## config.mk

```make
export PLATFORM = sky130hd
export DESIGN_NAME = tmt_div_cell
export DESIGN_NICKNAME = d
export VERILOG_FILES = /design/src/hw/rtl/tube_mesh_tessellator_assert.svh /design/src/hw/rtl/tmt_div_cell.sv
export SDC_FILE = /design/constraint.sdc
export NUM_CORES = 1
export LEC_CHECK = 0
export ABC_AREA = 1
export BUFFER_PORTS_ARGS = -buffer_cell sky130_fd_sc_hd__buf_2
export CAP_MARGIN = 20
export CORE_ASPECT_RATIO = 2
export CORE_MARGIN = 10
export CORE_UTILIZATION = 45
export DETAILED_ROUTE_END_ITERATION = 8
export GPL_TIMING_DRIVEN = 0
export MAX_ROUTING_LAYER = met4
export PLACE_DENSITY = 0.78
export SETUP_SLACK_MARGIN = 0.1
export SYNTH_ARGS = -nofsm -noshare
export SYNTH_HDL_FRONTEND = slang
export SYNTH_SLANG_ARGS = --single-unit
```

## constraint.sdc

```tcl
create_clock -name clk -period 2 [get_ports clk]
set_input_delay 0.4 -clock clk [delete_from_list [all_inputs] [get_ports clk]]
set_output_delay 0.4 -clock clk [all_outputs]
set_load 0.1 [all_outputs]
```

## src/hw/rtl/tube_mesh_tessellator_assert.svh

```systemverilog
// ----------------------------------------------------------------------------
// Tube tessellator assertion macros
// Shared property forms for the tessellator checks.
// ----------------------------------------------------------------------------
`ifndef TUBE_MESH_TESSELLATOR_ASSERT_SVH
`define TUBE_MESH_TESSELLATOR_ASSERT_SVH

// same-cycle implication
`define TMT_ASSERT_IMP(lbl, ante, cons) \
  lbl: assert property (@(posedge clk) disable iff (rst) (ante) |-> (cons)) \
    else $error("tessellator check failed");

// next-cycle implication
`define TMT_ASSERT_NEXT(lbl, ante, cons) \
  lbl: assert property (@(posedge clk) disable iff (rst) (ante) |=> (cons)) \
    else $error("tessellator check failed");

`endif

```

## src/hw/rtl/tmt_div_cell.sv

```systemverilog
// ----------------------------------------------------------------------------
// Tube tessellator divider cell
// One restoring division step: take in one dividend bit, emit one quotient bit.
// ----------------------------------------------------------------------------
module tmt_div_cell #(
  parameter int DW     = 12,
  parameter int NW     = 16,
  parameter int QW     = 16,
  parameter int SIDE_W = 1
) (
  input  logic              clk,
  input  logic              adv,
  input  logic [DW-1:0]     divisor,
  input  logic [DW-1:0]     rem_in,
  input  logic [NW-1:0]     num_in,
  input  logic [QW-1:0]     quo_in,
  input  logic [SIDE_W-1:0] side_in,
  output logic [DW-1:0]     rem_out,
  output logic [NW-1:0]     num_out,
  output logic [QW-1:0]     quo_out,
  output logic [SIDE_W-1:0] side_out
);
  logic [DW:0] trial;
  logic [DW:0] diff;
  logic        ge;

  assign trial = {rem_in, num_in[NW-1]};
  assign diff  = trial - {1'b0, divisor};
  assign ge    = trial >= {1'b0, divisor};

  always_ff @(posedge clk) begin
    if (adv) begin
      rem_out  <= ge ? diff[DW-1:0] : trial[DW-1:0];
      num_out  <= {num_in[NW-2:0], 1'b0};
      quo_out  <= {quo_in[QW-2:0], ge};
      side_out <= side_in;
    end
  end
endmodule

```

==> summary.txt <==
Floorplan
  • Die W: 71.2 µm
  • I/O pin count: ~100
  • Core Region: ~5000 µm²
  • # rows: 37
  • Die Span Y: 122 µm
  • Die area: 8700 µm²
  • Initial Util: a little under half

CTS
  • CTS root buffer: clkbuf_8
  • Clock transition at path regs: about 0.080 ns
  • Clock Tree Buf Depth: 2
  • Number of clock sinks: 44
  • Post-cts hold buffer count: 0
  • CTS tree: yes
  • H-tree depth: 2
  • Num CTS Buffers: 5

Timing
  • Final Setup Violations: 0
  • Slew Limit Headroom: 38.8%
  • Tmin final: between 1.5 and 2 ns
  • Unrepaired setup endpoints after global routing: no
  • Post-route setup slack: between 0.15 and 0.2 ns
  • Hold Violations, Final: 0
  • Crit share post-route: around 90%
  • Worst slew pin tran: between 0.9 and 1 ns
  • Setup TNS: 0 ns
  • Hold Slack: approximately 0.26 ns
  • Max Fclk: around 550 MHz
  • Final Max Tran Viols: 0

Finish
  • Antenna cells: 0
  • Utilization after layout: between 60% and 70%
  • Commonest non-fill, non-tap cells in the layout: buf_2, nand2_1, edfxtp_1
  • Most common cell after layout, fill and taps aside: buf_2
  • Nets: 413
  • Area Overhead vs Synth: 30.7%
  • Final instance area: between 3000 and 4000 µm²
  • Share of layout cells above drive strength 1: just over 40%

Logic synthesis
  • Post-synth top area share: 56.1%
  • Largest area contributor in the netlist: edfxtp_1
  • Synthesized Nets: 301
  • Yosys cell types: 27
  • Synth area leaders: edfxtp_1, nand2_1, inv_1
  • Main synth FF type: edfxtp_1
  • Sequential area share after synthesis: 56.1%
  • Synth async-reset ratio: 0%
  • Synthesized area per cell: around 10 µm²
  • Yosys warnings: 0
  • Synth Register Bits: 44
  • Synthesized cell area: 2350 µm²
  • Post-synth EDFFs: 44
  • Post-Syn Instances: around 230

Detailed routing
  • Vias/cell: around 5.0
  • Detailed-route wire length per cell: 16.0 µm
  • WL final: 6.41 mm
  • Drt drc: 0
  • Final ANT Viol Nets: 0
  • Initial DRC count: around 150
  • Vias: approximately 2000
  • Drt pass-1 iters: 4

Power
  • Worst VDD drop: 0.773 mV
  • Switching Share: between 40% and 50%
  • Leak: ~0.0015 µW
  • Power Dens Cells: approximately 900 nW/µm²
  • Sw power: between 1000 and 1500 µW
  • Internal power: 1590 µW
  • Sequential share of power: roughly two fifths
  • Part of the power in the clock network: 19.1%
  • Part of the power in combinational logic: about two fifths

Place
  • DP HPWL: around 5.2 mm
  • Routability Congestion: between 0.9 and 1
  • Pre-CTS setup slack: -0.255 ns
  • DP Area: roughly 2900 µm²
  • PortBufs: approximately 100

Hold path
  • Worst hold path type: primary input to flop

Global routing
  • Overall Global Routing Usage: between 10% and 20%
  • Initial antenna violation count: 0
  • Grt peak-use layer: met2
  • GR Util met3: under 10%
  • Grt ovf: 0
  • Pin count of the biggest net entering global routing: 45
  • Met2 usage: between 20 and 30%
  • First-pass GRT wire length: between 9 and 10 mm
  • Vias in the first global route: 2055
  • Met1 Use GR: about an eighth

Flow run
  • Max_cap viols: 0

Setup path
  • Worst Setup End Kind: flop
  • Critical path class: primary input to flop
  • CP startpoint kind: primary input
  • Worst endpoint data arrival time: 1.87 ns
  • Worst path required time: 2.06 ns
  • Worst-path maximum fanout: 10

Status
  • Status: completed
-- cells in the mapped netlist (2+ instances only) --
cell       n
nand2_1   61
edfxtp_1  44
inv_1     43
ha_1      12
nand3_1    9
nand4_1    9
nor2_1     9
nand3_2    6
nand2_2    5
xor2_1     5
a21oi_1    3
o21ai_0    3
o21ai_2    3
inv_2      2
nand3b_1   2
nor2_2     2
-- per-layer routing --
layer  routed length, µm  up-vias
met5                   0        -
met4                 228        0
met3                 482       23
met2                3580       87
met1                2120      925
li1                    -      976
-- cells by family (layout without fill, tap and decap cells) --
family	Yosys count	after routing	synth area share (%)
xor+xnor	6	6	2.23
fa+ha+maj	13	13	7.23
compound gates	10	10	3.08
simple gates	108	109	22.8
buf+inv	47	159	8.34
flops	44	44	56.1
other cells	1	1	0.159
-- critical path, cell delays in order --
cell and delay, ns:
buf_2 0.10, inv_1 0.05, ha_2 0.30, nand2_1 0.08, nand2_1 0.10, inv_1 0.08, nand2_2 0.08, a21oi_4 0.22
nand3_4 0.15, buf_12 0.18, nand3_2 0.07, nand2_1 0.06
-- cell type report --
type                       instances  area (µm²)
buffer                             2        27.5
clock buffer                       5        68.8
clock inverter                     3        18.8
fill                             445        2010
inverter                          45         169
multi-input combinational        139         872
sequential                        44        1320
tap                               58        72.6
timing repair buffer             104         528
-- path summary, 6_finish.rpt --
kind | startpoint | to | slack, ns | cells past startpoint
worst min-delay path | quo_in[1] | quo_out[2] | 0.26 | 1
worst max-delay path | divisor[8] | rem_out[9] | 0.19 | 12
-- metrics by stage --
step,power (µW),instances
4_1_cts,2850,397
3_5_place_dp,2310,388
5_1_grt,2960,400
2_1_floorplan,2090,229
6_report,2840,400
3_3_place_gp,2280,388
-- power groups by stage --
stage	combinational, µW	sequential [µW]	clock, µW
final	1160	1140	544
after global routing	1220	1150	586
after CTS	1150	1140	561
after detailed placement	1140	1170	0
after global placement	1120	1160	0
after floorplan	262	1820	0
-- timing repair --
item	in CTS	in global routing
cloned	0	1
resized for setup	0	4
buffers inserted	1	2
endpoints found under the setup margin	1	9
pin swaps	1	3
-- registers in the layout, summed over array words and instances (netlist names) --
register,count
quo_out,16
rem_out,12
num_out,15
side_out,1
No activity file was read; power rests on OpenSTA's default activity.
