`config.mk`:
```
export PLATFORM = sky130hd
export DESIGN_NAME = tmt_cordic_cell
export DESIGN_NICKNAME = d
export VERILOG_FILES = /design/src/hw/rtl/tube_mesh_tessellator_assert.svh /design/src/hw/rtl/tmt_pkg.sv /design/src/hw/rtl/tmt_cordic_cell.sv
export SDC_FILE = /design/constraint.sdc
export NUM_CORES = 1
export LEC_CHECK = 0
export BUFFER_PORTS_ARGS = -buffer_cell sky130_fd_sc_hd__buf_2
export CORE_MARGIN = 2
export CORE_UTILIZATION = 60
export DETAILED_ROUTE_END_ITERATION = 7
export GPL_TIMING_DRIVEN = 0
export PLACE_DENSITY = 0.94
export SYNTH_ARGS = -nofsm -noshare
export SYNTH_HDL_FRONTEND = slang
export SYNTH_SLANG_ARGS = --single-unit
```
`constraint.sdc`:
```
create_clock -name clk -period 6.2 [get_ports clk]
set_input_delay 1.55 -clock clk [delete_from_list [all_inputs] [get_ports clk]]
set_output_delay 1.55 -clock clk [all_outputs]
set_load 0.005 [all_outputs]
```
`src/hw/rtl/tube_mesh_tessellator_assert.svh`:
```
// ----------------------------------------------------------------------------
// Tube tessellator assertion macros
// Shared property forms for the tessellator checks.
// ----------------------------------------------------------------------------
`ifndef TUBE_MESH_TESSELLATOR_ASSERT_SVH
`define TUBE_MESH_TESSELLATOR_ASSERT_SVH

// same-cycle implication
`define TMT_ASSERT_IMP(lbl, ante, cons) \
  lbl: assert property (@(posedge clk) disable iff (rst) (ante) |-> (cons)) \
    else $error("tessellator check failed");

// next-cycle implication
`define TMT_ASSERT_NEXT(lbl, ante, cons) \
  lbl: assert property (@(posedge clk) disable iff (rst) (ante) |=> (cons)) \
    else $error("tessellator check failed");

`endif

```
`src/hw/rtl/tmt_pkg.sv`:
```
// ----------------------------------------------------------------------------
// Tube tessellator package
// Item types, register indexes, CORDIC constants and the vertex order table.
// ----------------------------------------------------------------------------
package tmt_pkg;

  typedef enum logic [1:0] {
    KIND_TOP,
    KIND_SIDE,
    KIND_BOTTOM
  } kind_t;

  typedef enum logic [2:0] {
    REG_OUTER_RADIUS,
    REG_INNER_RADIUS,
    REG_TUBE_HEIGHT,
    REG_SLICE_COUNT,
    REG_STACK_COUNT
  } reg_idx_t;

  typedef struct packed {
    logic [10:0] ring_index;
    logic [9:0]  slice_index;
  } in_item_t;

  typedef struct packed {
    logic signed [15:0] pos_x;
    logic signed [15:0] pos_y;
    logic signed [15:0] pos_z;
    logic signed [15:0] norm_x;
    logic signed [15:0] norm_y;
    logic signed [15:0] norm_z;
    logic [14:0]        tex_u;
    logic [14:0]        tex_v;
    logic               last_vertex;
  } vtx_t;

  localparam int CNT_W    = 11;
  localparam int DATA_W   = 16;
  localparam int YDIV_W   = 12;
  localparam int YNUM_W   = 16;
  localparam int PDIV_W   = 11;
  localparam int PNUM_W   = 43;
  localparam int PHASE_W  = 32;
  localparam int TRIG_W   = 34;
  localparam int PROD_W   = 51;

  localparam logic signed [15:0]     ONE14 = 16'sd16384;
  localparam logic signed [TRIG_W-1:0] CORDIC_GAIN30 = 34'sd652032874;

  localparam logic [TRIG_W-1:0] ATAN_TURNS [24] = '{
    34'h020000000, 34'h012E4051D, 34'h009FB385B, 34'h0051111D4, 34'h0028B0D43,
    34'h00145D7E1, 34'h000A2F61E, 34'h000517C55, 34'h00028BE53, 34'h000145F2F,
    34'h0000A2F98, 34'h0000517CC, 34'h000028BE6, 34'h0000145F3, 34'h000000A2F9,
    34'h00000517C, 34'h0000028BE, 34'h00000145F, 34'h000000A2F, 34'h000000517,
    34'h00000028B, 34'h000000145, 34'h0000000A2, 34'h000000051
  };

  typedef struct packed {
    kind_t              kind;
    logic signed [15:0] y_lo;
    logic signed [15:0] y_hi;
    logic signed [15:0] s14_a0;
    logic signed [15:0] c14_a0;
    logic signed [15:0] s14_a1;
    logic signed [15:0] c14_a1;
    logic signed [15:0] px_o0;
    logic signed [15:0] px_o1;
    logic signed [15:0] px_i0;
    logic signed [15:0] px_i1;
    logic signed [15:0] pz_o0;
    logic signed [15:0] pz_o1;
    logic signed [15:0] pz_i0;
    logic signed [15:0] pz_i1;
  } rec_t;

  typedef struct packed {
    logic       busy;
    logic [3:0] vtx_idx;
  } emit_status_t;

  typedef struct packed {
    logic outer;
    logic ang1;
    logic hi;
    logic u1;
    logic v1;
  } vsel_t;

  function automatic vsel_t vtx_sel(kind_t kind, logic [3:0] idx);
    vsel_t s;
    s = '0;
    unique case (kind)
      KIND_TOP: begin
        unique case (idx)
          4'd0:    s = '{outer: 1'b0, ang1: 1'b1, hi: 1'b0, u1: 1'b0, v1: 1'b1};
          4'd1:    s = '{outer: 1'b0, ang1: 1'b0, hi: 1'b0, u1: 1'b0, v1: 1'b0};
          4'd2:    s = '{outer: 1'b1, ang1: 1'b0, hi: 1'b0, u1: 1'b1, v1: 1'b0};
          4'd3:    s = '{outer: 1'b1, ang1: 1'b0, hi: 1'b0, u1: 1'b1, v1: 1'b0};
          4'd4:    s = '{outer: 1'b1, ang1: 1'b1, hi: 1'b0, u1: 1'b1, v1: 1'b1};
          default: s = '{outer: 1'b0, ang1: 1'b1, hi: 1'b0, u1: 1'b0, v1: 1'b1};
        endcase
      end
      KIND_BOTTOM: begin
        unique case (idx)
          4'd0:    s = '{outer: 1'b1, ang1: 1'b0, hi: 1'b0, u1: 1'b1, v1: 1'b0};
          4'd1:    s = '{outer: 1'b0, ang1: 1'b0, hi: 1'b0, u1: 1'b0, v1: 1'b0};
          4'd2:    s = '{outer: 1'b0, ang1: 1'b1, hi: 1'b0, u1: 1'b0, v1: 1'b1};
          4'd3:    s = '{outer: 1'b0, ang1: 1'b1, hi: 1'b0, u1: 1'b0, v1: 1'b1};
          4'd4:    s = '{outer: 1'b1, ang1: 1'b1, hi: 1'b0, u1: 1'b1, v1: 1'b1};
          default: s = '{outer: 1'b1, ang1: 1'b0, hi: 1'b0, u1: 1'b1, v1: 1'b0};
        endcase
      end
      default: begin
        unique case (idx)
          4'd0:    s = '{outer: 1'b1, ang1: 1'b1, hi: 1'b1, u1: 1'b0, v1: 1'b0};
          4'd1:    s = '{outer: 1'b1, ang1: 1'b0, hi: 1'b1, u1: 1'b0, v1: 1'b0};
          4'd2:    s = '{outer: 1'b1, ang1: 1'b0, hi: 1'b0, u1: 1'b0, v1: 1'b0};
          4'd3:    s = '{outer: 1'b1, ang1: 1'b1, hi: 1'b1, u1: 1'b0, v1: 1'b0};
          4'd4:    s = '{outer: 1'b1, ang1: 1'b0, hi: 1'b0, u1: 1'b0, v1: 1'b0};
          4'd5:    s = '{outer: 1'b1, ang1: 1'b1, hi: 1'b0, u1: 1'b0, v1: 1'b0};
          4'd6:    s = '{outer: 1'b0, ang1: 1'b0, hi: 1'b0, u1: 1'b0, v1: 1'b0};
          4'd7:    s = '{outer: 1'b0, ang1: 1'b0, hi: 1'b1, u1: 1'b0, v1: 1'b0};
          4'd8:    s = '{outer: 1'b0, ang1: 1'b1, hi: 1'b1, u1: 1'b0, v1: 1'b0};
          4'd9:    s = '{outer: 1'b0, ang1: 1'b1, hi: 1'b0, u1: 1'b0, v1: 1'b0};
          4'd10:   s = '{outer: 1'b0, ang1: 1'b0, hi: 1'b0, u1: 1'b0, v1: 1'b0};
          default: s = '{outer: 1'b0, ang1: 1'b1, hi: 1'b1, u1: 1'b0, v1: 1'b0};
        endcase
      end
    endcase
    return s;
  endfunction

endpackage

```
`src/hw/rtl/tmt_cordic_cell.sv`:
```
// ----------------------------------------------------------------------------
// Tube tessellator CORDIC cell
// One rotation step of the sine/cosine chain.
// ----------------------------------------------------------------------------
module tmt_cordic_cell #(
  parameter int STEP   = 0,
  parameter int SIDE_W = 1
) (
  input  logic                            clk,
  input  logic                            adv,
  input  logic signed [tmt_pkg::TRIG_W-1:0] x_in,
  input  logic signed [tmt_pkg::TRIG_W-1:0] y_in,
  input  logic signed [tmt_pkg::TRIG_W-1:0] z_in,
  input  logic [SIDE_W-1:0]               side_in,
  output logic signed [tmt_pkg::TRIG_W-1:0] x_out,
  output logic signed [tmt_pkg::TRIG_W-1:0] y_out,
  output logic signed [tmt_pkg::TRIG_W-1:0] z_out,
  output logic [SIDE_W-1:0]               side_out
);
  import tmt_pkg::*;

  localparam logic signed [TRIG_W-1:0] ATAN = $signed(ATAN_TURNS[STEP]);

  logic signed [TRIG_W-1:0] dx;
  logic signed [TRIG_W-1:0] dy;

  assign dx = y_in >>> STEP;
  assign dy = x_in >>> STEP;

  always_ff @(posedge clk) begin
    if (adv) begin
      if (!z_in[TRIG_W-1]) begin
        x_out <= x_in - dx;
        y_out <= y_in + dy;
        z_out <= z_in - ATAN;
      end else begin
        x_out <= x_in + dx;
        y_out <= y_in - dy;
        z_out <= z_in + ATAN;
      end
      side_out <= side_in;
    end
  end
endmodule

```
==> key figures <==
Routing
  – Drt pass-1 iters: 6
  – Total via count in the routed design: ~9000
  – Via density: ~6.2
  – DRC viols: 0
  – Routed Antenna Nets: 0
  – Initial DRC Count: 1071
  – Routed WL: 28600 µm
  – Routed len/inst: around 20 µm

Worst setup path
  – Crit. path cell count: 13
  – Buf/Inv on CP: 1
  – Crit path max fanout: 5
  – Worst EP required: 6.30 ns
  – Crit path cell chain: buf_2, ha_1, fa_1, nor2b_1, o211ai_1, a2bb2oi_1, a211oi_2, o211ai_1, a221oi_2, o31ai_1, nand2_1, nand2_1, xnor2_1
  – Endpoint type of the worst setup path: register
  – CP max stage delay: roughly 0.57 ns
  – Slowest CP cell: a211oi_2
  – Arrival time at the worst endpoint: 5.07 ns
  – CP Class: in2reg
  – Crit start category: primary input
  – Top delay family on crit path: compound AO/OA/AOI/OAI gates

Final layout
  – Multi-input logic area: 5253 µm²
  – Fillers: about 1100
  – Post-Layout Cell Count: about 1400
  – Fin util: 0.7229
  – # nets final: ~1400
  – Antenna diode count: 0
  – Final Cell Area: approximately 11000 µm²
  – Area grow syn2layout: 17.60%
  – FF+latch area: 3063 µm²
  – Layout cell share with drive strength beyond 1: 0.2139

Logic synthesis
  – Post-synth top cells: 104 x a21oi_1, 104 x inv_1, 102 x edfxtp_1, 102 x ha_1, 94 x nor2_1
  – Sequential share of the synthesized area: 0.3429
  – Biggest area consumer among synthesized cells: edfxtp_1
  – Yosys warns: 0
  – Seq cells post-synth: 102
  – Cell area after synthesis: 8934 µm²
  – Async SR Flop Fraction: 0
  – Syn Nets: between 1000 and 1500
  – Post-synth top area share: 0.3429
  – Synth area leaders: edfxtp_1 34%, ha_1 14%, a21oi_1 5.8%
  – Post-synth EDFFs: 102
  – Top_reg_cell synth: edfxtp_1
  – Mean Syn Cell Area: roughly 9 µm²
  – Synth Instances: between 900 and 1000
  – Synth cell types: 77

Die
  – Die area: roughly 16000 µm²
  – Die Y: around 130 µm
  – Starting density of the core: 0.6147
  – Core region area: 14530 µm²
  – Core Rows: 44
  – Die Span X: around 130 µm
  – IO Pins: 208

Global routing
  – Initial antenna violation count: 0
  – First-pass GRT wire length: ~45000 µm
  – Vias in the first global route: approximately 8300
  – Pin count of the biggest net entering global routing: 67
  – Global Route Usage Sum: 0.3556
  – Congestion Overflow GR: 0

Clocking
  – Resized Gates After CTS: 0
  – Num CTS Buffers: 9
  – TritonCTS clock tree: done
  – Postcts setup bufs: 0
  – Clock Sinks: 102
  – Reg clk slew, reported paths: around 0.070 ns
  – Root Driver: clkbuf_16
  – Post-CTS Hold Fix Bufs: 0
  – CTS H-tree lvls: 3
  – CTS max path bufs: 2

Place
  – Dpl cells: between 1000 and 1500
  – Placer congestion estimate: ~1.0
  – Post-DP Area: slightly above 10000 µm²
  – Port bufs: 206
  – HPWL Detailed: 22460 µm

STA
  – Slew Limit Fails: 0
  – Fmax achieved: ~200 MHz
  – Final period utilization: 0.8015
  – Normalized max-slew margin: 0.3384
  – Endpoints failing hold: 0
  – RSZ-0062 raised after global routing: no
  – Tmin final: a little under 5 ns
  – Slew @ Worst Pin: roughly 1 ns
  – TNS Setup: 0 ns
  – Final setup vio count: 0

Hold path
  – WHS Path Cells: 1
  – Hold WC Path Type: in2reg
  – Hold Crit Start: z_in[16]
  – Hold endpoint: z_out[16]$_DFFE_PP_

Pwr
  – Pwr Total: about 0.0023 W
  – LEAKAGE: just under 5 nW
  – VDD IR max: ~0.13 mV
  – Power Density: between 200 and 250 nW/µm²

Run status
  – Outcome: complete, no violations

Job
  – Max_cap viols: 0
[area by class of cell]
type,count,area share
clock inverters,7,0.005359
multi-input cells,740,0.4999
clock buffers,9,0.02144
repair buffers,207,0.1010
well taps,184,0.02191
flip-flops and latches,102,0.2915
plain buffers,48,0.02060
inverters,107,0.03823
[logic make-up (layout without fill, tap and decap cells)]
family / Yosys count / count (layout) / share of synthesized area
flip-flops: 102 / 102 / 0.3429
XOR/XNOR: 67 / 67 / 0.06569
AO/OA/AOI/OAI: 325 / 325 / 0.2359
AND/OR/NAND/NOR: 228 / 228 / 0.1189
adder cells (fa/ha/maj): 106 / 106 / 0.1518
buffers and inverters: 155 / 378 / 0.06919
multiplexers: 14 / 14 / 0.01569
[per-layer routing]
| layer | part of all wire | track usage |
|---|---|---|
| met2 | 0.47 | 0.5803 |
| met1 | 0.39 | 0.4766 |
| met3 | 0.11 | 0.06117 |
| met4 | 0.033 | 0.1345 |
| met5 | 0 | 0 |
[registers in the layout (all words and copies together) (netlist names)]
name      count
side_out      1
z_out        34
y_out        33
x_out        34
[cell usage in the layout (no fill, tap or decap), types with 5 or more instances in the layout]
cell type / n
buf_2: 219
inv_1: 104
a21oi_1: 104
ha_1: 102
edfxtp_1: 102
nor2_1: 94
o21ai_0: 60
xnor2_1: 55
nand2_1: 47
a21o_1: 30
clkbuf_1: 22
o21bai_1: 18
o31ai_1: 15
o211ai_1: 14
mux2i_1: 14
xor2_1: 12
nand3_1: 12
nor3_1: 12
nor4_1: 11
nand2b_1: 10
nor2b_1: 10
o21a_1: 10
buf_1: 9
a31oi_1: 9
a211oi_1: 9
nand4_1: 9
clkbuf_16: 9
and3_1: 6
a211o_1: 5
o21ai_1: 5
[power by group]
group          internal (W)  leakage [nW]  switching, W  total (W)
Clock              0.000277         0.135      0.000269   0.000546
Sequential         0.000889         0.998     0.0000305   0.000920
Combinational      0.000328          3.68      0.000518   0.000846
[how the worst max path moves through the flow]
stage | startpoint | endpoint
2_1_floorplan | x_in[0] | x_out[32]$_DFFE_PP_
4_1_cts | x_in[0] | y_out[30]$_DFFE_PP_
3_3_place_gp | x_in[0] | y_out[30]$_DFFE_PP_
6_report | x_in[0] | y_out[30]$_DFFE_PP_
5_1_grt | x_in[0] | y_out[30]$_DFFE_PP_
3_5_place_dp | x_in[0] | y_out[30]$_DFFE_PP_
[per-stage QoR]
stage | hold slack [ns] | worst slack, ns
final | 1.367 | 1.231
after global routing | 1.356 | 1.163
after CTS | 1.360 | 1.418
after detailed placement | 1.728 | 1.054
after global placement | 1.727 | 1.050
after floorplan | 1.649 | 2.057
Note: power is estimated with default switching activity, not from simulation.
