[config.mk]
export PLATFORM = sky130hd
export DESIGN_NAME = tmt_emitter_flat
export DESIGN_NICKNAME = d
export VERILOG_FILES = /design/src/hw/rtl/tube_mesh_tessellator_assert.svh /design/src/hw/rtl/tmt_pkg.sv /design/src/hw/rtl/tmt_stream_if.sv /design/src/hw/rtl/tmt_emitter.sv /design/src/flat_wrapper.sv
export SDC_FILE = /design/constraint.sdc
export NUM_CORES = 1
export LEC_CHECK = 0
export BUFFER_PORTS_ARGS = -buffer_cell sky130_fd_sc_hd__buf_4
export CORE_AREA = 8 8 86 88
export DETAILED_ROUTE_END_ITERATION = 7
export DIE_AREA = 0 0 94 96
export GPL_TIMING_DRIVEN = 0
export HOLD_SLACK_MARGIN = 0.03
export PLACE_DENSITY = 0.52
export SLEW_MARGIN = 20
export SYNTH_ARGS = -nofsm -noshare
export SYNTH_HDL_FRONTEND = slang
export SYNTH_SLANG_ARGS = --single-unit
[constraint.sdc]
create_clock -name clk -period 1.9 [get_ports clk]
set_input_delay 0.285 -clock clk [delete_from_list [all_inputs] [get_ports clk]]
set_output_delay 0.285 -clock clk [all_outputs]
set_load 0.02 [all_outputs]
[src/hw/rtl/tube_mesh_tessellator_assert.svh]
// ----------------------------------------------------------------------------
// Tube tessellator assertion macros
// Shared property forms for the tessellator checks.
// ----------------------------------------------------------------------------
`ifndef TUBE_MESH_TESSELLATOR_ASSERT_SVH
`define TUBE_MESH_TESSELLATOR_ASSERT_SVH

// same-cycle implication
`define TMT_ASSERT_IMP(lbl, ante, cons) \
  lbl: assert property (@(posedge clk) disable iff (rst) (ante) |-> (cons)) \
    else $error("tessellator check failed");

// next-cycle implication
`define TMT_ASSERT_NEXT(lbl, ante, cons) \
  lbl: assert property (@(posedge clk) disable iff (rst) (ante) |=> (cons)) \
    else $error("tessellator check failed");

`endif

[src/hw/rtl/tmt_pkg.sv]
// ----------------------------------------------------------------------------
// Tube tessellator package
// Item types, register indexes, CORDIC constants and the vertex order table.
// ----------------------------------------------------------------------------
package tmt_pkg;

  typedef enum logic [1:0] {
    KIND_TOP,
    KIND_SIDE,
    KIND_BOTTOM
  } kind_t;

  typedef enum logic [2:0] {
    REG_OUTER_RADIUS,
    REG_INNER_RADIUS,
    REG_TUBE_HEIGHT,
    REG_SLICE_COUNT,
    REG_STACK_COUNT
  } reg_idx_t;

  typedef struct packed {
    logic [10:0] ring_index;
    logic [9:0]  slice_index;
  } in_item_t;

  typedef struct packed {
    logic signed [15:0] pos_x;
    logic signed [15:0] pos_y;
    logic signed [15:0] pos_z;
    logic signed [15:0] norm_x;
    logic signed [15:0] norm_y;
    logic signed [15:0] norm_z;
    logic [14:0]        tex_u;
    logic [14:0]        tex_v;
    logic               last_vertex;
  } vtx_t;

  localparam int CNT_W    = 11;
  localparam int DATA_W   = 16;
  localparam int YDIV_W   = 12;
  localparam int YNUM_W   = 16;
  localparam int PDIV_W   = 11;
  localparam int PNUM_W   = 43;
  localparam int PHASE_W  = 32;
  localparam int TRIG_W   = 34;
  localparam int PROD_W   = 51;

  localparam logic signed [15:0]     ONE14 = 16'sd16384;
  localparam logic signed [TRIG_W-1:0] CORDIC_GAIN30 = 34'sd652032874;

  localparam logic [TRIG_W-1:0] ATAN_TURNS [24] = '{
    34'h020000000, 34'h012E4051D, 34'h009FB385B, 34'h0051111D4, 34'h0028B0D43,
    34'h00145D7E1, 34'h000A2F61E, 34'h000517C55, 34'h00028BE53, 34'h000145F2F,
    34'h0000A2F98, 34'h0000517CC, 34'h000028BE6, 34'h0000145F3, 34'h000000A2F9,
    34'h00000517C, 34'h0000028BE, 34'h00000145F, 34'h000000A2F, 34'h000000517,
    34'h00000028B, 34'h000000145, 34'h0000000A2, 34'h000000051
  };

  typedef struct packed {
    kind_t              kind;
    logic signed [15:0] y_lo;
    logic signed [15:0] y_hi;
    logic signed [15:0] s14_a0;
    logic signed [15:0] c14_a0;
    logic signed [15:0] s14_a1;
    logic signed [15:0] c14_a1;
    logic signed [15:0] px_o0;
    logic signed [15:0] px_o1;
    logic signed [15:0] px_i0;
    logic signed [15:0] px_i1;
    logic signed [15:0] pz_o0;
    logic signed [15:0] pz_o1;
    logic signed [15:0] pz_i0;
    logic signed [15:0] pz_i1;
  } rec_t;

  typedef struct packed {
    logic       busy;
    logic [3:0] vtx_idx;
  } emit_status_t;

  typedef struct packed {
    logic outer;
    logic ang1;
    logic hi;
    logic u1;
    logic v1;
  } vsel_t;

  function automatic vsel_t vtx_sel(kind_t kind, logic [3:0] idx);
    vsel_t s;
    s = '0;
    unique case (kind)
      KIND_TOP: begin
        unique case (idx)
          4'd0:    s = '{outer: 1'b0, ang1: 1'b1, hi: 1'b0, u1: 1'b0, v1: 1'b1};
          4'd1:    s = '{outer: 1'b0, ang1: 1'b0, hi: 1'b0, u1: 1'b0, v1: 1'b0};
          4'd2:    s = '{outer: 1'b1, ang1: 1'b0, hi: 1'b0, u1: 1'b1, v1: 1'b0};
          4'd3:    s = '{outer: 1'b1, ang1: 1'b0, hi: 1'b0, u1: 1'b1, v1: 1'b0};
          4'd4:    s = '{outer: 1'b1, ang1: 1'b1, hi: 1'b0, u1: 1'b1, v1: 1'b1};
          default: s = '{outer: 1'b0, ang1: 1'b1, hi: 1'b0, u1: 1'b0, v1: 1'b1};
        endcase
      end
      KIND_BOTTOM: begin
        unique case (idx)
          4'd0:    s = '{outer: 1'b1, ang1: 1'b0, hi: 1'b0, u1: 1'b1, v1: 1'b0};
          4'd1:    s = '{outer: 1'b0, ang1: 1'b0, hi: 1'b0, u1: 1'b0, v1: 1'b0};
          4'd2:    s = '{outer: 1'b0, ang1: 1'b1, hi: 1'b0, u1: 1'b0, v1: 1'b1};
          4'd3:    s = '{outer: 1'b0, ang1: 1'b1, hi: 1'b0, u1: 1'b0, v1: 1'b1};
          4'd4:    s = '{outer: 1'b1, ang1: 1'b1, hi: 1'b0, u1: 1'b1, v1: 1'b1};
          default: s = '{outer: 1'b1, ang1: 1'b0, hi: 1'b0, u1: 1'b1, v1: 1'b0};
        endcase
      end
      default: begin
        unique case (idx)
          4'd0:    s = '{outer: 1'b1, ang1: 1'b1, hi: 1'b1, u1: 1'b0, v1: 1'b0};
          4'd1:    s = '{outer: 1'b1, ang1: 1'b0, hi: 1'b1, u1: 1'b0, v1: 1'b0};
          4'd2:    s = '{outer: 1'b1, ang1: 1'b0, hi: 1'b0, u1: 1'b0, v1: 1'b0};
          4'd3:    s = '{outer: 1'b1, ang1: 1'b1, hi: 1'b1, u1: 1'b0, v1: 1'b0};
          4'd4:    s = '{outer: 1'b1, ang1: 1'b0, hi: 1'b0, u1: 1'b0, v1: 1'b0};
          4'd5:    s = '{outer: 1'b1, ang1: 1'b1, hi: 1'b0, u1: 1'b0, v1: 1'b0};
          4'd6:    s = '{outer: 1'b0, ang1: 1'b0, hi: 1'b0, u1: 1'b0, v1: 1'b0};
          4'd7:    s = '{outer: 1'b0, ang1: 1'b0, hi: 1'b1, u1: 1'b0, v1: 1'b0};
          4'd8:    s = '{outer: 1'b0, ang1: 1'b1, hi: 1'b1, u1: 1'b0, v1: 1'b0};
          4'd9:    s = '{outer: 1'b0, ang1: 1'b1, hi: 1'b0, u1: 1'b0, v1: 1'b0};
          4'd10:   s = '{outer: 1'b0, ang1: 1'b0, hi: 1'b0, u1: 1'b0, v1: 1'b0};
          default: s = '{outer: 1'b0, ang1: 1'b1, hi: 1'b1, u1: 1'b0, v1: 1'b0};
        endcase
      end
    endcase
    return s;
  endfunction

endpackage

[src/hw/rtl/tmt_stream_if.sv]
// ----------------------------------------------------------------------------
// Tube tessellator stream channel
// Valid/ready channel carrying one item of type T.
// ----------------------------------------------------------------------------
interface tmt_stream_if #(parameter type T = logic);
  logic valid;
  logic ready;
  T     payload;

  modport source (output valid, output payload, input ready);
  modport sink (input valid, input payload, output ready);
endinterface

[src/hw/rtl/tmt_emitter.sv]
// ----------------------------------------------------------------------------
// Tube tessellator vertex emitter
// Hold one cell record and hand out its vertices through an output register.
// ----------------------------------------------------------------------------
module tmt_emitter (
  input  logic                  clk,
  input  logic                  rst,
  input  logic                  rec_valid_in,
  input  tmt_pkg::rec_t         rec_in,
  output logic                  take,
  output tmt_pkg::emit_status_t status,
  tmt_stream_if.source          verts
);
  import tmt_pkg::*;

  logic       rec_valid;
  rec_t       rec;
  logic [3:0] idx;
  logic       out_valid;
  vtx_t       out_item;
  vtx_t       vtx;
  vsel_t      sel;
  logic [3:0] last_idx;
  logic       last;
  logic       load;

  assign sel      = vtx_sel(rec.kind, idx);
  assign last_idx = (rec.kind == KIND_SIDE) ? 4'd11 : 4'd5;
  assign last     = idx == last_idx;
  assign load     = rec_valid && (!out_valid || verts.ready);
  assign take     = !rec_valid || (load && last);

  always_comb begin
    vtx = '0;
    unique case ({sel.outer, sel.ang1})
      2'b00:   begin vtx.pos_x = rec.px_i0; vtx.pos_z = rec.pz_i0; end
      2'b01:   begin vtx.pos_x = rec.px_i1; vtx.pos_z = rec.pz_i1; end
      2'b10:   begin vtx.pos_x = rec.px_o0; vtx.pos_z = rec.pz_o0; end
      default: begin vtx.pos_x = rec.px_o1; vtx.pos_z = rec.pz_o1; end
    endcase
    vtx.pos_y = sel.hi ? rec.y_hi : rec.y_lo;
    unique case (rec.kind)
      KIND_TOP: begin
        vtx.norm_y = ONE14;
      end
      KIND_BOTTOM: begin
        vtx.norm_y = -ONE14;
      end
      default: begin
        vtx.norm_x = sel.ang1 ? rec.s14_a1 : rec.s14_a0;
        vtx.norm_z = sel.ang1 ? rec.c14_a1 : rec.c14_a0;
        if (!sel.outer) begin
          vtx.norm_x = -vtx.norm_x;
          vtx.norm_z = -vtx.norm_z;
        end
      end
    endcase
    vtx.tex_u       = sel.u1 ? ONE14[14:0] : 15'd0;
    vtx.tex_v       = sel.v1 ? ONE14[14:0] : 15'd0;
    vtx.last_vertex = last;
  end

  always_ff @(posedge clk) begin
    if (rst) begin
      rec_valid <= 1'b0;
      idx       <= 4'd0;
      out_valid <= 1'b0;
    end else begin
      if (load) begin
        out_valid <= 1'b1;
      end else if (verts.ready) begin
        out_valid <= 1'b0;
      end
      if (load) begin
        idx <= last ? 4'd0 : idx + 4'd1;
      end
      if (take) begin
        rec_valid <= rec_valid_in;
      end
    end
  end

  always_ff @(posedge clk) begin
    if (load) begin
      out_item <= vtx;
    end
    if (take) begin
      rec <= rec_in;
    end
  end

  assign verts.valid    = out_valid;
  assign verts.payload  = out_item;
  assign status.busy    = rec_valid;
  assign status.vtx_idx = idx;
endmodule

[src/flat_wrapper.sv]
// flat-port wrapper written by rule: the top's interface ports become plain ports
module tmt_emitter_flat import tmt_pkg::*;
  (clk, rst, rec_valid_in, rec_in, take, status, verts_valid, verts_payload, verts_ready);
  tmt_stream_if verts_i ();
  input  logic clk;
  input  logic rst;
  input  logic rec_valid_in;
  input  tmt_pkg::rec_t rec_in;
  output logic take;
  output tmt_pkg::emit_status_t status;
  output wire logic [$bits(verts_i.valid)-1:0] verts_valid;
  output wire logic [$bits(verts_i.payload)-1:0] verts_payload;
  input wire logic [$bits(verts_i.ready)-1:0] verts_ready;
  assign verts_valid = verts_i.valid;
  assign verts_payload = verts_i.payload;
  assign verts_i.ready = verts_ready;
  tmt_emitter u_core (.clk(clk), .rst(rst), .rec_valid_in(rec_valid_in), .rec_in(rec_in), .take(take), .status(status), .verts(verts_i));
endmodule
==> results.cfg, run 1 <==
[grt]
grt_use_total_pct = 2.95
grt_pass1_wl_mm = 1.75
grt_pass1_vias = 341
antenna_found_initial = 0
gr-total-overflow = 0
grt_max_degree = 8

[worst_setup_path]
startpoint_type = flip-flop
critPathSlowestCell = dfxtp_1
crit_buf_inv = 1
rr_worst_depth = 3
critPathKind = flip-flop to output port
cp_cell_sequence = and4b_1 -> mux2i_4 -> o21ai_2 -> buf_4
critPathRequiredTime_ns = 1.62
path_depth = 4
path_max_fanout = 6
r2r-start = u_core.idx[0]
critPathTopFamily = flip-flops
end_kind = output port
arrival_ns = 1.48
cpPeakStageDelay_ns = 0.44
crit_start = u_core.idx[0]

[placement]
dp_worst_setup_slack_ns = 0.249
io_buffers = 13
placed_cell_area_sq_um = 603
gp_congestion = 0.606
dp_hpwl_microns = 892
placedCellCount = 129

[worst_hold_path]
min_path_type = primary input to flip-flop
hold_depth = 1
hp-start = rec_in[224]

[yosys]
yosysWarnings = 0
yosysTopAreaCellShare_pct = 29.4
yosys-top-cells-area = dfxtp_1, edfxtp_1, mux2i_4, a21oi_1, nand3_1
synth_ff_type = dfxtp_1
yosys.area_share.simple_pct = 25.7
netlist_area_sq_um = 409
synth_edf_count = 3
synth_compound_area_share_pct = 7.65
synthArstFlopShare_pct = 0
synth_xor_xnor_area_share_pct = 2.14
synth_top_family_by_area = simple AND/OR/NAND/NOR gates
syn_nets = 270
synth.distinct_cells = 21
synthCells = 39
synth.largest_area_cell = dfxtp_1
synth_fa_ha_area_share_pct = 3.06
syn-mean-instance-area_sq_um = 10.5
synth-seq-cells = 9
synthMuxAreaShare_pct = 5.50
synth.yosys.seq_area_share_pct = 51.4

[layout]
nets = 288
diodes = 0
final_cell_count_no_fill = 133
layout-drive-gt1-share_pct = 33.9
final_common_cell = buf_4
final_cell_mix = buf_4, dfxtp_1, a21oi_1
fin_area_sq_um = 652
syn_to_final_growth_pct = 59.3

[floorplanning]
start_util_pct = 6.71
num_rows = 29
chipHeight_microns = 96
io_pins = 238
die_area_sq_um = 9020
die_w_microns = 94
core_area_sq_um = 6100

[clocking]
clkTransAtPathRegs_ns = 0.04
htreeDepth = 1
numCtsBuffers = 3
cts_tree = built
cts_hold_buf = 0
post_cts_buffers = 0
post_cts_resized = 1
root_buffer = clkbuf_8
cts_buffer_depth = 2
cts.sinks = 9
worstSkewPairLatency_ns = 0.23

[timing]
finalClockSkew_ns = 0.00118
fin_crit_sh_pct = 92.9
finalSetupViolCount = 0
hold_viol = 0
period_needed_ns = 1.77
setup_ws_ns = 0.134
max_freq_ghz = 0.566
rsz0062_at_grt = false
relSlewSlack_pct = 81.9
tightest_slew_ns = 0.266
finalSetupTns_ns = 0
finalMaxSlewViolations = 0

[route]
antenna_left = 0
first_pass_iters = 2
vias_per_cell = 2.59
drt-initial-drc-count = 64
wl_mm = 1.16
vias = 345
avgRoutedWirePerCell_microns = 8.74
remaining_drc_errors = 0

[power_and_ir_drop]
power.static_leakage_uw = 0.000252
ir_worst_vdd_uv = 155
totalPowerFinal_uw = 511
p_per_area_nw_per_um2 = 784

[status]
status = complete, no violations

[flow_run]
max-cap-violations = 0
[power breakdown]
part | internal (uW) | switching, uW | total [uW]
logic | 32.1 | 34.6 | 66.7
registers | 212 | 11.4 | 223
clock network | 146 | 75.3 | 221
total | 390 | 121 | 511
[layout make-up]
| cell class | count | area (sq um) |
|---|---|---|
| fillers | 718 | 5440 |
| plain buffers | 1 | 7.51 |
| well taps | 77 | 96.3 |
| clock buffers | 4 | 45.0 |
| flip-flops and latches | 9 | 210 |
| repair buffers | 13 | 97.6 |
| inverters | 3 | 11.3 |
| multi-input cells | 26 | 184 |
[path summary, 6_finish.rpt]
check                         end  slack, ns
setup / recovery             take       0.13
hold / removal    u_core.rec[224]       0.23
setup reg to reg  u_core.rec[225]       0.52
hold reg to reg     u_core.idx[1]       0.53
[layer usage]
metal / global-route usage (%) / share of wire [%] / vias up
met5: 0 / 0 / -
met4: 5.15 / 6.8 / 0
met3: 1.79 / 12 / 4
met2: 3.21 / 39 / 11
met1: 2.90 / 41 / 157
li1: - / - / 173
[cells by family after synthesis]
family	after synthesis
buffers and inverters	4
AO/OA/AOI/OAI	6
AND/OR/NAND/NOR	17
flip-flops	9
adder cells (fa/ha/maj)	1
XOR/XNOR	1
multiplexers	1
[Yosys cell counts (all sizes together) (3+ instances only)]
master and n:
edfxtp 3, dfxtp 6, a21oi 4, nand3 3
nor2 3, nand2 3, inv 3
[per-stage QoR]
| step | util, % | hold slack, ns |
|---|---|---|
| after floorplan | - | 0.354 |
| after global placement | 9.89 | 0.478 |
| after detailed placement | 9.89 | 0.472 |
| after CTS | 10.7 | 0.229 |
| after global routing | 10.7 | 0.230 |
| final | 10.7 | 0.233 |
[worst register-to-register path, delay by kind of cell, from the launching register on]
| kind | cells | cell delay [ns] |
|---|---|---|
| compound gates | 1 | 0.22 |
| flops | 1 | 0.44 |
| mux | 1 | 0.12 |
| simple gates | 1 | 0.28 |
[flip-flops by register name (all words and copies together) (netlist names)]
| signal | count |
|---|---|
| u_core.idx | 4 |
| u_core.rec | 2 |
| u_core.rec_valid | 1 |
| u_core.verts.payload | 1 |
| u_core.verts.valid | 1 |
No activity file was read; power rests on OpenSTA's default activity.
==> run 2, diff against run 1 <==
--- a/config.mk
+++ b/config.mk
@@ -6,12 +6,12 @@
 export NUM_CORES = 1
 export LEC_CHECK = 0
 export BUFFER_PORTS_ARGS = -buffer_cell sky130_fd_sc_hd__buf_4
-export CORE_AREA = 8 8 86 88
+export CORE_AREA = 2 2 92 94
 export DETAILED_ROUTE_END_ITERATION = 7
 export DIE_AREA = 0 0 94 96
 export GPL_TIMING_DRIVEN = 0
 export HOLD_SLACK_MARGIN = 0.03
-export PLACE_DENSITY = 0.52
+export PLACE_DENSITY = 0.41
 export SLEW_MARGIN = 20
 export SYNTH_ARGS = -nofsm -noshare
 export SYNTH_HDL_FRONTEND = slang
==> results.cfg, run 2 (synthesis results as in run 1) <==
[floorplanning]
start_util_pct = 5.08
die_w_microns = 94
core_area_sq_um = 8050
die_area_sq_um = 9020
chipHeight_microns = 96
num_rows = 33
io_pins = 238

[clocking]
cts_hold_buf = 0
root_buffer = clkbuf_8
cts_buffer_depth = 2
clkTransAtPathRegs_ns = 0.04
htreeDepth = 1
numCtsBuffers = 3
cts.sinks = 9
cts_tree = built
post_cts_buffers = 0
worstSkewPairLatency_ns = 0.23

[worst_setup_path]
crit_start = u_core.rec[225]
rr_worst_depth = 3
rr_endpoint = u_core.rec[224]
r2r_slack_ns = 0.57
critPathKind = flip-flop to output port
critPathTopFamily = multiplexers
arrival_ns = 1.47
r2r-start = u_core.idx[0]
end_kind = output port
startpoint_type = flip-flop
path_max_fanout = 6
cp_cell_sequence = and2b_1 -> mux2i_4 -> o21ai_4 -> buf_4
crit_buf_inv = 1
critPathSlowestCell = mux2i_4
cpPeakStageDelay_ns = 0.35
critPathRequiredTime_ns = 1.62

[grt]
gr-total-overflow = 0
antenna_found_initial = 0
grt_use_total_pct = 2.57
grt_pass1_vias = 385
grt_max_degree = 8
grt_pass1_wl_mm = 1.77

[worst_hold_path]
min_to = u_core.rec[225]
hold_depth = 1
hp-start = rec_in[225]
min_path_type = primary input to flip-flop

[placement]
placedCellCount = 157
io_buffers = 13
dp_hpwl_microns = 760
gp_congestion = 0.658

[timing]
finalSetupTns_ns = 0
tightest_slew_ns = 0.275
hold_viol = 0
finalClockSkew_ns = 0.00324
max_freq_ghz = 0.570
rsz0062_at_grt = false
relSlewSlack_pct = 81.3
period_needed_ns = 1.75
finalMaxSlewViolations = 0
whs_ns = 0.232
fin_crit_sh_pct = 92.3
finalSetupViolCount = 0

[route]
vias = 340
avgRoutedWirePerCell_microns = 6.16
wl_microns = 991
remaining_drc_errors = 0
antenna_left = 0
first_pass_iters = 2
vias_per_cell = 2.11
drt-initial-drc-count = 6

[power_and_ir_drop]
power_switching_share_pct = 24.4
p_switching_uw = 126
clkPwrFrac_pct = 43.8
ir_worst_vdd_uv = 289
p_int_uw = 391
combinationalPowerShare_pct = 13.0
power.static_leakage_uw = 0.000253
totalPowerFinal_uw = 517
p_per_area_nw_per_um2 = 745
p_seq_share_pct = 43.3

[layout]
final_cell_count_no_fill = 161
diodes = 0
nets = 288
multiInputGateArea_sq_um = 191
largest-register = u_core.idx
fillCellCount = 946
final_common_cell = buf_4
register_area_sq_um = 210
syn_to_final_growth_pct = 69.7
reg_top3 = u_core.idx: 4 flops, u_core.rec: 2 flops
largest_register_ffs = 4
final_cell_mix = buf_4, dfxtp_1, a21oi_1
layout-drive-gt1-share_pct = 33.9

[flow_run]
max-cap-violations = 0

[status]
status = complete, no violations
==> run 2: cell types whose count changed in the layout (fill, tap and decap cells not counted) <==
cell	delta
o21ai_2	-1
o21ai_4	+1
==> run 2: power groups by stage <==
stage	Clock [uW]	Sequential, uW	Combinational, uW
2_1_floorplan	0	232	28.4
3_3_place_gp	0	227	66.4
3_5_place_dp	0	226	66.3
4_1_cts	233	223	67.2
5_1_grt	243	226	74.0
6_report	227	224	67.1
==> run 2: timing repair <==
action                     4_1_cts  5_1_grt
resized for setup                1        1
pin swaps                        0        0
setup endpoints to repair        1        1
==> run 2: area by class of cell <==
class	instances	area share, %
Timing Repair Buffer	13	14.1
Buffer	1	1.08
Inverter	3	1.62
Tap cell	105	18.9
Multi-Input combinational cell	26	27.6
Clock buffer	4	6.49
Sequential cell	9	30.3
==> run 2: routing by layer <==
layer	share of wire, %	GRT usage (%)	vias to the layer above
met1	51	3.40	154
met3	5.8	0.783	4
li1	-	-	171
met4	2.3	1.81	0
met5	0	0	-
met2	41	3.51	11
==> run 2: worst max path at each step <==
| stage | to | slack [ns] | cells past startpoint |
|---|---|---|---|
| 3_5_place_dp | take | 0.23 | 4 |
| 4_1_cts | take | 0.1 | 4 |
| 6_report | take | 0.15 | 4 |
| 5_1_grt | take | 0.04 | 4 |
| 3_3_place_gp | take | 0.27 | 4 |
| 2_1_floorplan | u_core.rec[224] | 0.20 | 3 |
==> run 2: metrics by stage <==
step | setup slack (ns) | util, % | area (sq um)
2_1_floorplan | 0.197 | - | 409
3_3_place_gp | 0.268 | 7.93 | 638
3_5_place_dp | 0.230 | 7.93 | 638
4_1_cts | 0.0953 | 8.53 | 687
5_1_grt | 0.0448 | 8.62 | 694
6_report | 0.147 | 8.62 | 694
==> run 3, diff against run 2 <==
--- a/config.mk
+++ b/config.mk
@@ -6,12 +6,14 @@
 export NUM_CORES = 1
 export LEC_CHECK = 0
 export BUFFER_PORTS_ARGS = -buffer_cell sky130_fd_sc_hd__buf_4
+export CELL_PAD_IN_SITES_DETAIL_PLACEMENT = 1
+export CELL_PAD_IN_SITES_GLOBAL_PLACEMENT = 1
 export CORE_AREA = 2 2 92 94
 export DETAILED_ROUTE_END_ITERATION = 7
 export DIE_AREA = 0 0 94 96
 export GPL_TIMING_DRIVEN = 0
 export HOLD_SLACK_MARGIN = 0.03
-export PLACE_DENSITY = 0.41
+export PLACE_DENSITY = 0.94
 export SLEW_MARGIN = 20
 export SYNTH_ARGS = -nofsm -noshare
 export SYNTH_HDL_FRONTEND = slang
==> results.cfg, run 3 (synthesis results as in run 1) <==
[status]
status = complete, no violations

[clocking]
cts_buffer_depth = 2
cts_hold_buf = 0
cts_tree = built
worstSkewPairLatency_ns = 0.23
root_buffer = clkbuf_8
cts.sinks = 9
post_cts_resized = 0
numCtsBuffers = 3
htreeDepth = 1
clkTransAtPathRegs_ns = 0.05
post_cts_buffers = 0

[floorplanning]
chipHeight_microns = 96
die_area_sq_um = 9020
num_rows = 33
core_area_sq_um = 8050
io_pins = 238
start_util_pct = 5.08
die_w_microns = 94

[power_and_ir_drop]
power_switching_share_pct = 24.1
p_per_area_nw_per_um2 = 748
ir_worst_vdd_uv = 245
p_int_uw = 390
combinationalPowerShare_pct = 13.1
power.static_leakage_uw = 0.000252
clkPwrFrac_pct = 43.6
p_switching_uw = 124
p_seq_share_pct = 43.4

[timing]
whs_ns = 0.232
finalClockSkew_ns = 0.000860
period_needed_ns = 1.78
finalSetupTns_ns = 0
max_freq_ghz = 0.563
hold_viol = 0
finalMaxSlewViolations = 0
rsz0062_at_grt = false
relSlewSlack_pct = 83.1
fin_crit_sh_pct = 93.5
finalSetupViolCount = 0
tightest_slew_ns = 0.248

[worst_setup_path]
crit_end = take
rr_worst_depth = 4
arrival_ns = 1.49
end_kind = output port
rr_endpoint = u_core.idx[2]
critPathKind = flip-flop to output port
path_max_fanout = 6
critPathRequiredTime_ns = 1.62
crit_start = u_core.rec[225]
startpoint_type = flip-flop
r2r-start = u_core.rec[225]
r2r_slack_ns = 0.52

[placement]
placed_cell_area_sq_um = 638
io_buffers = 13
dp_hpwl_microns = 898
gp_congestion = 0.581

[layout]
largest-register = u_core.idx
diodes = 0
nets = 288
final_cell_mix = buf_4, dfxtp_1, a21oi_1
fillCellCount = 961
syn_to_final_growth_pct = 67.9
largest_register_ffs = 4
layout-drive-gt1-share_pct = 33.9
fin_area_sq_um = 687
reg_top3 = u_core.idx: 4 flops, u_core.rec: 2 flops
final_common_cell = buf_4

[route]
vias = 344
drt-initial-drc-count = 2
antenna_left = 0
vias_per_cell = 2.14
wl_mm = 1.08
avgRoutedWirePerCell_microns = 6.73
remaining_drc_errors = 0
first_pass_iters = 3

[grt]
antenna_found_initial = 0
grt_pass1_wl_mm = 1.75
grt_use_total_pct = 2.55
gr-total-overflow = 0
grt_max_degree = 8
grt_pass1_vias = 385

[flow_run]
max-cap-violations = 0

[worst_hold_path]
min_path_type = primary input to flip-flop
==> run 3: worst min-delay path by stage <==
stage | from | to | slack (ns) | cells past startpoint
2_1_floorplan | rst | u_core.idx[1] | 0.35 | 1
3_3_place_gp | rec_in[224] | u_core.rec[224] | 0.47 | 1
3_5_place_dp | rec_in[224] | u_core.rec[224] | 0.47 | 1
4_1_cts | rec_in[224] | u_core.rec[224] | 0.23 | 1
5_1_grt | rec_in[224] | u_core.rec[224] | 0.23 | 1
6_report | rec_in[224] | u_core.rec[224] | 0.23 | 1
==> run 3: final cells by class <==
type | instances | area [sq um] | area share, %
well taps | 105 | 131 | 19.1
flip-flops and latches | 9 | 210 | 30.6
inverters | 3 | 11.3 | 1.64
plain buffers | 1 | 7.51 | 1.09
multi-input cells | 26 | 184 | 26.8
clock buffers | 4 | 45.0 | 6.56
repair buffers | 13 | 97.6 | 14.2
==> run 3: per-stage QoR <==
stage               cells  setup slack, ns  total power [uW]  utilization (%)
floorplan              39            0.197               260                -
global placement      157            0.296               291             7.93
detailed placement    157            0.262               294             7.93
CTS                   161          0.00712               521             8.48
global route          161           0.0375               540             8.53
finish                161            0.124               514             8.53
==> run 3: metal layers <==
layer | wire length [microns] | share of wire [%] | track usage (%)
met1 | 455 | 42 | 2.87
met2 | 550 | 51 | 4.17
met3 | 78 | 7.2 | 1.41
met4 | 0 | 0 | 0.725
met5 | 0 | 0 | 0
==> run 3: critical path: stages, from the launching register on <==
cell and delay (ns):
edfxtp_1 0.34, and2b_1 0.28, mux2i_4 0.34, o21ai_2 0.13, buf_4 0.18
==> run 3: power by group through the flow <==
| stage | clock network [uW] | logic [uW] | registers (uW) |
|---|---|---|---|
| after floorplan | 0 | 28.4 | 232 |
| after global placement | 0 | 65.7 | 226 |
| after detailed placement | 0 | 68.0 | 226 |
| after CTS | 230 | 68.3 | 223 |
| after global routing | 242 | 74.3 | 224 |
| final | 224 | 67.3 | 223 |
